**config.mk**
```make
export PLATFORM = sky130hd
export DESIGN_NAME = dedup_section_work_queue
export DESIGN_NICKNAME = d
export VERILOG_FILES = /design/src/design/dsq_pkg.sv /design/src/design/dsq_ctrl.sv /design/src/design/dsq_chain.sv /design/src/design/dedup_section_work_queue.sv
export SDC_FILE = /design/constraint.sdc
export NUM_CORES = 2
export LEC_CHECK = 0
export ABC_AREA = 0
export BUFFER_PORTS_ARGS = -buffer_cell sky130_fd_sc_hd__buf_4
export CAP_MARGIN = 30
export CELL_PAD_IN_SITES_DETAIL_PLACEMENT = 1
export CELL_PAD_IN_SITES_GLOBAL_PLACEMENT = 1
export CORE_MARGIN = 2
export CORE_UTILIZATION = 40
export CTS_CLUSTER_DIAMETER = 100
export DETAILED_ROUTE_END_ITERATION = 10
export PLACE_DENSITY = 0.74
export SLEW_MARGIN = 25
export SYNTH_ARGS = -nofsm -noshare
export SYNTH_HDL_FRONTEND = slang
export SYNTH_SLANG_ARGS = --single-unit
```
**constraint.sdc**
```tcl
create_clock -name clk -period 5.2 [get_ports clk]
set_input_delay 0.78 -clock clk [delete_from_list [all_inputs] [get_ports clk]]
set_output_delay 0.78 -clock clk [all_outputs]
set_load 0.01 [all_outputs]
```
**src/design/dsq_pkg.sv**
```systemverilog
// Shared types, codes and defaults of the deduplicating section work queue.
package dsq_pkg;

	// default sizes
	localparam int DSQ_QUEUE_DEPTH   = 128;
	localparam int DSQ_SLOT_COUNT    = 64;
	localparam int DSQ_SECTION_COUNT = 8;

	// fixed field widths
	localparam int SLOT_W    = 6;
	localparam int SECTION_W = 3;
	localparam int KIND_W    = 2;
	localparam int STATUS_W  = 3;
	localparam int DEPTH_W   = 8;

	typedef enum logic [KIND_W-1:0] {
		K_ENQ   = 2'd0,
		K_FORCE = 2'd1,
		K_DROP  = 2'd2,
		K_POP   = 2'd3
	} kind_t;

	typedef enum logic [STATUS_W-1:0] {
		ST_DONE     = 3'd0,
		ST_ALREADY  = 3'd1,
		ST_FULL     = 3'd2,
		ST_PROMOTED = 3'd3,
		ST_EVICTED  = 3'd4,
		ST_EMPTY    = 3'd5
	} status_t;

	typedef enum logic [1:0] {
		S_IDLE,
		S_SCAN,
		S_FINISH
	} state_t;

	typedef enum logic [1:0] {
		FIN_NONE,
		FIN_APPEND,
		FIN_PUSH,
		FIN_POP
	} fin_op_t;

	typedef struct packed {
		logic [SLOT_W-1:0]    slot;
		logic [SECTION_W-1:0] section;
	} entry_t;

	// controller to datapath
	typedef struct packed {
		logic load;    // capture request, arm scan counter
		logic rot;     // rotate chain by one entry
		logic finish;  // apply final edit, load result register
	} dp_cmd_t;

	// datapath to controller
	typedef struct packed {
		logic skip;       // request needs no scan pass
		logic scan_zero;  // scan pass complete
	} dp_stat_t;

endpackage

```
**src/design/dsq_ctrl.sv**
```systemverilog
// Controller state machine of the section work queue.
module dsq_ctrl import dsq_pkg::*; (
	input  logic     clk,
	input  logic     arst_n,
	input  logic     in_valid,
	output logic     in_stall,
	output logic     out_valid,
	input  logic     out_stall,
	input  dp_stat_t stat,
	output dp_cmd_t  cmd
);

	state_t state_q, state_d;
	logic   out_valid_q;
	logic   out_free;

	assign out_free = !out_valid_q || !out_stall;

	// next state
	always_comb begin
		state_d = state_q;
		unique case (state_q)
			S_IDLE: begin
				if (in_valid) state_d = S_SCAN;
			end
			S_SCAN: begin
				if (stat.skip || stat.scan_zero) state_d = S_FINISH;
			end
			S_FINISH: begin
				if (out_free) state_d = S_IDLE;
			end
			default: state_d = S_IDLE;
		endcase
	end

	// outputs
	always_comb begin
		cmd      = '0;
		in_stall = 1'b1;
		unique case (state_q)
			S_IDLE: begin
				in_stall = 1'b0;
				cmd.load = in_valid;
			end
			S_SCAN: begin
				cmd.rot = !(stat.skip || stat.scan_zero);
			end
			S_FINISH: begin
				cmd.finish = out_free;
			end
			default: ;
		endcase
	end

	always_ff @(posedge clk or negedge arst_n) begin
		if (!arst_n) begin
			state_q     <= S_IDLE;
			out_valid_q <= 1'b0;
		end else begin
			state_q <= state_d;
			if (cmd.finish) out_valid_q <= 1'b1;
			else if (!out_stall) out_valid_q <= 1'b0;
		end
	end

	assign out_valid = out_valid_q;

endmodule

```
**src/design/dsq_chain.sv**
```systemverilog
// Datapath of the section work queue: entry cell chain, scan counter, result register.
module dsq_chain import dsq_pkg::*; #(
	parameter int QUEUE_DEPTH   = DSQ_QUEUE_DEPTH,
	parameter int SLOT_COUNT    = DSQ_SLOT_COUNT,
	parameter int SECTION_COUNT = DSQ_SECTION_COUNT
) (
	input  logic                 clk,
	input  logic                 arst_n,
	input  dp_cmd_t              cmd,
	output dp_stat_t             stat,
	input  logic [KIND_W-1:0]    kind,
	input  logic [SLOT_W-1:0]    slot_index,
	input  logic [SECTION_W-1:0] section_index,
	output logic [STATUS_W-1:0]  status,
	output logic                 entry_valid,
	output logic [SLOT_W-1:0]    entry_slot,
	output logic [SECTION_W-1:0] entry_section,
	output logic [DEPTH_W-1:0]   queue_depth
);

	localparam int CW = $clog2(QUEUE_DEPTH + 1);

	kind_t                  kind_q;
	entry_t                 key_q;
	logic                   found_q;
	logic [CW-1:0]          scan_q;
	logic [CW-1:0]          count_q, count_fin;
	logic [QUEUE_DEPTH-1:0] occ_q, occ_d;
	entry_t                 cell_q [QUEUE_DEPTH];
	entry_t                 cell_d [QUEUE_DEPTH];

	entry_t  front, tail;
	logic    full, empty, in_range;
	logic    match_full, match_slot, discard;
	fin_op_t fin_op;
	status_t fin_status;
	logic    fin_ev;
	entry_t  fin_entry;
	logic [CW+DEPTH_W-1:0] depth_ext;

	assign front    = cell_q[0];
	assign tail     = cell_q[QUEUE_DEPTH-1];
	assign full     = occ_q[QUEUE_DEPTH-1];
	assign empty    = !occ_q[0];
	assign in_range = (int'(key_q.slot) < SLOT_COUNT) && (int'(key_q.section) < SECTION_COUNT);

	// head compare during the rotation pass
	assign match_full = (front == key_q);
	assign match_slot = (front.slot == key_q.slot);
	always_comb begin
		unique case (kind_q)
			K_DROP:  discard = match_slot;
			K_FORCE: discard = match_full;
			default: discard = 1'b0;
		endcase
	end

	assign stat.skip      = (kind_q == K_POP) || (!in_range && (kind_q == K_ENQ || kind_q == K_FORCE));
	assign stat.scan_zero = (scan_q == '0);

	// final edit and status
	always_comb begin
		fin_op     = FIN_NONE;
		fin_status = ST_DONE;
		fin_ev     = 1'b0;
		fin_entry  = '0;
		unique case (kind_q)
			K_ENQ: begin
				if (!in_range)   fin_status = ST_FULL;
				else if (found_q) fin_status = ST_ALREADY;
				else if (full)    fin_status = ST_FULL;
				else              fin_op     = FIN_APPEND;
			end
			K_FORCE: begin
				if (!in_range) begin
					fin_status = ST_FULL;
				end else if (found_q) begin
					fin_op     = FIN_PUSH;
					fin_status = ST_PROMOTED;
				end else if (full) begin
					fin_op     = FIN_PUSH;
					fin_status = ST_EVICTED;
					fin_ev     = 1'b1;
					fin_entry  = tail;
				end else begin
					fin_op = FIN_PUSH;
				end
			end
			K_DROP: ;
			K_POP: begin
				if (empty) begin
					fin_status = ST_EMPTY;
				end else begin
					fin_op    = FIN_POP;
					fin_ev    = 1'b1;
					fin_entry = front;
				end
			end
			default: ;
		endcase
	end

	always_comb begin
		unique case (fin_op)
			FIN_APPEND: count_fin = count_q + CW'(1);
			FIN_PUSH:   count_fin = full ? count_q : count_q + CW'(1);
			FIN_POP:    count_fin = count_q - CW'(1);
			default:    count_fin = count_q;
		endcase
	end

	// cell chain: each cell sees its neighbors, the head cell and the request key
	for (genvar i = 0; i < QUEUE_DEPTH; i++) begin : g_cell
		entry_t prv_cell, nxt_cell, c_d;
		logic   prv_occ, nxt_occ, o_d;

		if (i == 0) begin : g_first
			assign prv_cell = key_q;
			assign prv_occ  = 1'b1;
		end else begin : g_mid
			assign prv_cell = cell_q[i-1];
			assign prv_occ  = occ_q[i-1];
		end
		if (i == QUEUE_DEPTH - 1) begin : g_last
			assign nxt_cell = cell_q[i];
			assign nxt_occ  = 1'b0;
		end else begin : g_lo
			assign nxt_cell = cell_q[i+1];
			assign nxt_occ  = occ_q[i+1];
		end

		always_comb begin
			c_d = cell_q[i];
			o_d = occ_q[i];
			if (cmd.rot) begin
				// shift toward head; last occupied cell takes the old head back, freed if it is discarded
				if (nxt_occ) begin
					c_d = nxt_cell;
				end else if (occ_q[i]) begin
					c_d = front;
					o_d = !discard;
				end
			end else if (cmd.finish) begin
				unique case (fin_op)
					FIN_APPEND: begin
						if (!occ_q[i] && prv_occ) begin
							c_d = key_q;
							o_d = 1'b1;
						end
					end
					FIN_PUSH: begin
						c_d = prv_cell;
						o_d = prv_occ;
					end
					FIN_POP: begin
						c_d = nxt_cell;
						o_d = nxt_occ;
					end
					default: ;
				endcase
			end
		end

		assign cell_d[i] = c_d;
		assign occ_d[i]  = o_d;
	end

	// control registers
	always_ff @(posedge clk or negedge arst_n) begin
		if (!arst_n) begin
			occ_q   <= '0;
			count_q <= '0;
			scan_q  <= '0;
			found_q <= 1'b0;
		end else begin
			occ_q <= occ_d;
			if (cmd.load) begin
				scan_q  <= count_q;
				found_q <= 1'b0;
			end else if (cmd.rot) begin
				scan_q  <= scan_q - CW'(1);
				found_q <= found_q | match_full;
				count_q <= count_q - CW'(discard);
			end else if (cmd.finish) begin
				count_q <= count_fin;
			end
		end
	end

	// payload registers
	assign depth_ext = {{DEPTH_W{1'b0}}, count_fin};

	always_ff @(posedge clk) begin
		for (int i = 0; i < QUEUE_DEPTH; i++) cell_q[i] <= cell_d[i];
		if (cmd.load) begin
			kind_q        <= kind_t'(kind);
			key_q.slot    <= slot_index;
			key_q.section <= section_index;
		end
		if (cmd.finish) begin
			status        <= fin_status;
			entry_valid   <= fin_ev;
			entry_slot    <= fin_entry.slot;
			entry_section <= fin_entry.section;
			queue_depth   <= depth_ext[DEPTH_W-1:0];
		end
	end

endmodule

```
**src/design/dedup_section_work_queue.sv**
```systemverilog
// Top level of the deduplicating move-to-front section work queue.
//
//  channel | handshake           | payload
//  --------+---------------------+-----------------------------------------------
//  in      | in_valid / in_stall | kind, slot_index, section_index
//  out     | out_valid/out_stall | status, entry_valid, entry_slot, entry_section,
//          |                     | queue_depth
//
// Enqueue, force head and drop slot rotate the cell chain once through all queued
// entries, comparing one entry at the head per cycle.
// Pop and out-of-range enqueue or force-head requests skip the rotation pass.
// Reset clears the occupancy bits and the depth; no clearing pass is needed.
// A new request is taken while a result waits; the final edit waits until the
// earlier result has been taken.
module dedup_section_work_queue import dsq_pkg::*; #(
	parameter int QUEUE_DEPTH   = DSQ_QUEUE_DEPTH,
	parameter int SLOT_COUNT    = DSQ_SLOT_COUNT,
	parameter int SECTION_COUNT = DSQ_SECTION_COUNT
) (
	input  logic                 clk,
	input  logic                 arst_n,
	input  logic                 in_valid,
	output logic                 in_stall,
	input  logic [KIND_W-1:0]    kind,
	input  logic [SLOT_W-1:0]    slot_index,
	input  logic [SECTION_W-1:0] section_index,
	output logic                 out_valid,
	input  logic                 out_stall,
	output logic [STATUS_W-1:0]  status,
	output logic                 entry_valid,
	output logic [SLOT_W-1:0]    entry_slot,
	output logic [SECTION_W-1:0] entry_section,
	output logic [DEPTH_W-1:0]   queue_depth
);

	dp_cmd_t  cmd;
	dp_stat_t stat;

	dsq_ctrl u_ctrl (
		.clk       (clk),
		.arst_n    (arst_n),
		.in_valid  (in_valid),
		.in_stall  (in_stall),
		.out_valid (out_valid),
		.out_stall (out_stall),
		.stat      (stat),
		.cmd       (cmd)
	);

	dsq_chain #(
		.QUEUE_DEPTH   (QUEUE_DEPTH),
		.SLOT_COUNT    (SLOT_COUNT),
		.SECTION_COUNT (SECTION_COUNT)
	) u_chain (
		.clk           (clk),
		.arst_n        (arst_n),
		.cmd           (cmd),
		.stat          (stat),
		.kind          (kind),
		.slot_index    (slot_index),
		.section_index (section_index),
		.status        (status),
		.entry_valid   (entry_valid),
		.entry_slot    (entry_slot),
		.entry_section (entry_section),
		.queue_depth   (queue_depth)
	);

endmodule

```
* Word-level counts from Yosys, hierarchy flattened
Memory sizes are Yosys's and may differ from the RTL's.
Index checks and enable logic that the tools add are counted.
** Word-level totals
- Register bits after elaboration :: 180
- Output and inout bits :: 23
- Memories kept :: 1
- Memory bits (writable) :: 1152
- Word-level logic and storage cells :: 2383
- Input port bits :: 15
** Memory list
- u_chain.cell_q :: depth 128, width 9, rd ports 128, clocked after memory_dff 0, wr ports 128, RTL line dsq_chain.sv:29 : entry_t cell_q [QUEUE_DEPTH];
** Cells by class
- Reduce and logical (&&, ||, !) cells :: 398
- Bitwise logic cells :: 2
- Equal/unequal tests :: 268
- Mux-type cells :: 1569
- $add $sub $neg :: 4
** Operators with widths (count)
- $mux 9 :: 641
- $pmux 9 s3 :: 127
- $mux 1 :: 651
- $reduce_and 4->1 :: 126
- $ne 3x2->1 const B :: 127
- $pmux 1 s3 :: 127
- $ne 2x2->1 const B :: 128
- $logic_not 1->1 :: 131
- $logic_and 1x1->1 :: 127
- $mux 8 :: 5
- $pmux 9 s2 :: 2
- $pmux 8 s3 :: 1
- $sub 8x1->8 const B :: 2
- $mux 2 :: 6
- $pmux 2 s3 :: 2
- $eq 2x2->1 const B :: 5
- $eq 9x9->1 :: 1
- $mux 3 :: 3
- $pmux 3 s3 :: 1
- $reduce_and 3->1 :: 3
- $add 8x1->8 const B :: 1
- $logic_not 8->1 :: 1
- $sub 8x1->8 :: 1
- $eq 2x1->1 const B :: 3
- 12 further kinds :: 19

* Logic depth before layout (Yosys ltp)
- Depth in word-level cells :: 8
- Gate-level depth with buffers :: 15
- Gate-level depth less buffers :: 12

* Cells and area by module
Synthesis repeated with hierarchy kept, for this count alone.
** Second synthesis, totals
- Cell total of the unflattened synthesis :: 7390
- Area total of the unflattened synthesis :: 71020.6 um^2
** By module, submodules not included
- dsq_chain :: cells an instance 7377, sequential area each 39182.6 um^2, instances 1, area each 70871.7 um^2
- dsq_ctrl :: cells an instance 13, sequential area each 75.1 um^2, instances 1, area each 148.9 um^2

* Worst setup path before layout
Ideal clock, no wire load.
- Kind :: register to register
- From :: reg, netlist name u_chain.kind_q[0]
- To :: mem u_chain.cell_q[11][0] in the netlist's numbering (enable)
- Setup time :: 378 ps
- Cell stages (with the launch flop) :: 14
- Data required time :: 4822 ps
- Setup slack :: 1994 ps
- Data arrival time :: 2828 ps
- Buffers on the path :: 3
- Period minus slack after synthesis :: 3206 ps
- Path through :: edfxtp_1 > ha_1 > and2_1 > a21oi_1 > or2_2 > inv_1 > ha_1 > buf_2 > clkinv_1 > clkbuf_1 > clkbuf_1 > a21oi_1 > o21a_1 > a21oi_1
** RTL lines (RTL line)
- end: declaration :: dsq_chain.sv:29

==> flow_summary.yaml <==
floorplan:
  row_count: 162
  start_util_pct: 40.3
  die-width_um: 447
  io_pins: 38
  die_h_um: 447
  core_area_um2: 195000
  dieArea_um2: 200000
setup_path:
  cp.required_ns: 5.63
  path_class: "flop to flop"
  crit_path_max_incr_delay_ns: 0.76
  slowest_stage: "a21oi_1"
  path_delay_family: "simple AND/OR/NAND/NOR gates"
  cp.arrival_ns: 4.82
  path_cells: "ha_1 > and2_1 > a21oi_1 > or2_2 > inv_1 > ha_4 > nor3_1 > nor2_4 > buf_4 > a21oi_1 > a21oi_1"
  path_buf_inv: 2
  path_max_fanout: 25
  cp-start-kind: "flop"
  crit_top_cell: "a21oi_1"
  end_kind: "flop"
cts:
  clockBufferDepth: 3
  clk_pin_slew_worst_paths_ns: 0.06
  cts_tree: "built"
  post_cts_resize_count: 0
  cts_num_sinks: 1332
  post_cts.repair.setup_buffers: 0
  insertion_delay_ns: 0.84
  cts_made_buffers: 155
  htreeDepth: 4
  ctsRootBufferMaster: "clkbuf_16"
  cts_hold_buf: 0
yosys:
  synthCells: 7821
  synth.cells.most_frequent: "1,184 x edfxtp_1, 1,005 x a21oi_1, 749 x clkbuf_1"
  yosysWarnings: 0
  ys_top_cells_by_area: "edfxtp_1 45%, a221o_1 7.3%, a21oi_1 6.4%"
  ys_ff_latch: 1332
  synth_edf_count: 1184
  ys_seq_area_share_pct: 50.0
  synth_fp_nets: 7850
  yosysTopAreaCellShare_pct: 45.3
  synthArstFlopShare_pct: 11.1
  synth.most_common_cell: "edfxtp_1"
  ys.flop_type: "edfxtp_1"
  synth_top_cell_by_area: "edfxtp_1"
  synth_area_um2: 78500
  avgSynthCellArea_um2: 10.0
  ys_types: 63
status:
  status: "completed"
finish:
  drive_gt1_share_pct: 8.49
  area_growth_pct: 8.76
  fin_cells: 10000
  fin_nets: 7284
detailed_routing:
  drt-wirelength-per-cell_um: 29.0
  drt_wl_total_mm: 290
  num_vias: 70300
  first_pass_iters: 6
  drtIter0Drc: 8465
  drc: 0
  viasPerCell: 7.03
  antenna_left: 0
timing:
  setup_violations: 0
  rsz0062_at_grt: "no"
  finalHoldViolations: 0
  final.min_clock_period_ns: 4.39
  tns_ns: 0
  post-route-period-util_pct: 84.5
  worstMarginPinSlew_ns: 1.10
  fmax_ghz: 0.228
  timing.slew.headroom_pct: 26.7
  fin_skew_ns: 0.0342
  maxSlewViolCount: 0
place:
  port-buffer-count: 37
  dp_cells: 9706
  place.gp.congestion: 0.871
  dpl.hpwl_mm: 175
grt:
  grt.overflow.total: 0
  antenna_found_initial: 4
  grt_usage_pct: 28.0
  grt_max_degree: 181
  grt_pass1_vias: 71300
  grt_pass1_wl_mm: 442
power_and_ir_drop:
  powerDensity_nw_per_um2: 784
  power_leakage_nw: 26.6
  vdd_drop_max_v: 0.000548
run:
  cap_violations: 0
min_path:
  hp-class: "primary input to asynchronous set/reset pin"
## per-layer routing
layer	global-route usage [%]	share of wire, %	vias to the layer above
li1	-	-	30100
met1	37.7	41	36400
met2	44.9	47	3297
met3	3.89	7.3	614
met4	12.4	4.2	0
met5	0	0	-
## worst reg2reg max path, stage by stage (launching register included)
cell and delay (ns):
edfxtp_1 0.38, ha_1 0.20, and2_1 0.40, a21oi_1 0.08, or2_2 0.34, inv_1 0.17
ha_4 0.37, nor3_1 0.17, nor2_4 0.57, buf_4 0.43, a21oi_1 0.13, a21oi_1 0.76
## cell usage in the layout (no fill, tap or decap), drive strengths merged, types with 5 or more instances in the layout
master,Yosys,layout
buf,244,261
xor2,9,9
and3,5,5
nand3,19,19
dfrtp,148,148
a21o,12,12
nor3,6,6
o211ai,81,81
inv,94,100
a211oi,570,570
nor2,135,135
mux2i,10,10
a22oi,515,515
a21boi,6,6
o21a,35,35
or3,5,5
clkinv,3,50
nand2b,7,7
edfxtp,1184,1184
a21oi,1006,1006
a221oi,100,100
nor2b,569,569
a221o,569,569
or2,6,6
a22o,13,13
nor4,5,5
o21ai,288,288
o221ai,43,43
nor3b,5,5
clkbuf,749,236
nand2,698,698
mux2,9,9
a31oi,508,508
o31ai,115,115
ha,14,14
## cell families after synthesis
group	count (synthesis)	synth area share, %
adder cells (fa/ha/maj)	14	0.223
flip-flops	1332	50.0
buffers and inverters	1090	5.63
multiplexers	19	0.257
AND/OR/NAND/NOR	1472	9.36
XOR/XNOR	10	0.112
AO/OA/AOI/OAI	3884	34.4
## final timing paths
check,from,endpoint,slack (ns),cells after the start
worst min register to register,u_chain.scan_q[4],u_chain.scan_q[4],0.57,1
worst min-delay path,arst_n,u_ctrl.state_q[1],0.10,1
max in group asynchronous,arst_n,u_chain.occ_q[63],4.11,2
worst max-delay path,u_chain.kind_q[0],u_chain.cell_q[117][2],0.81,11
worst max register to register,u_chain.kind_q[0],u_chain.cell_q[117][2],0.81,11
min in group clk,section_index[0],u_chain.g_cell[0].prv_cell[0],0.19,1
## report_power, final
| part | internal [mW] | switching, mW | leakage, nW |
|---|---|---|---|
| logic | 10.2 | 18.1 | 11.6 |
| registers | 20.9 | 7.09 | 12.8 |
| clock network | 5.88 | 4.76 | 2.30 |
| total | 37.0 | 29.9 | 26.6 |
## state kept, by name (all words and copies together) (netlist names), 3 cells and up
name,count
u_chain.scan_q,8
u_chain.entry_slot,6
u_chain.g_cell.prv_cell,9
u_chain.status,3
u_chain.queue_depth,8
u_chain.count_q,8
u_chain.entry_section,3
u_chain.cell_q,1152
u_chain.occ_q,128
## cell type report
class | count | area (um2)
fillers | 21300 | 110000
multi-input cells | 5399 | 35000
clock inverters | 58 | 490
clock buffers | 227 | 4240
inverters | 97 | 368
repair buffers | 270 | 2700
diodes | 1 | 2.50
flip-flops and latches | 1332 | 39300
well taps | 2624 | 3280
## per-stage QoR
step / hold WS [ns] / utilization [%] / setup WS [ns] / power (mW) / cell area [um2]
floorplan: 0.474 / - / 1.99 / 44.4 / 78500
finish: 0.104 / 43.8 / 0.806 / 66.9 / 85400
global placement: 0.525 / 41.1 / 0.982 / 53.2 / 80200
CTS: 0.103 / 43.7 / 0.868 / 65.9 / 85100
global route: 0.157 / 43.8 / 0.574 / 70.1 / 85400
detailed placement: 0.544 / 41.2 / 0.889 / 55.1 / 80400
(Power assumes the default switching activity.)
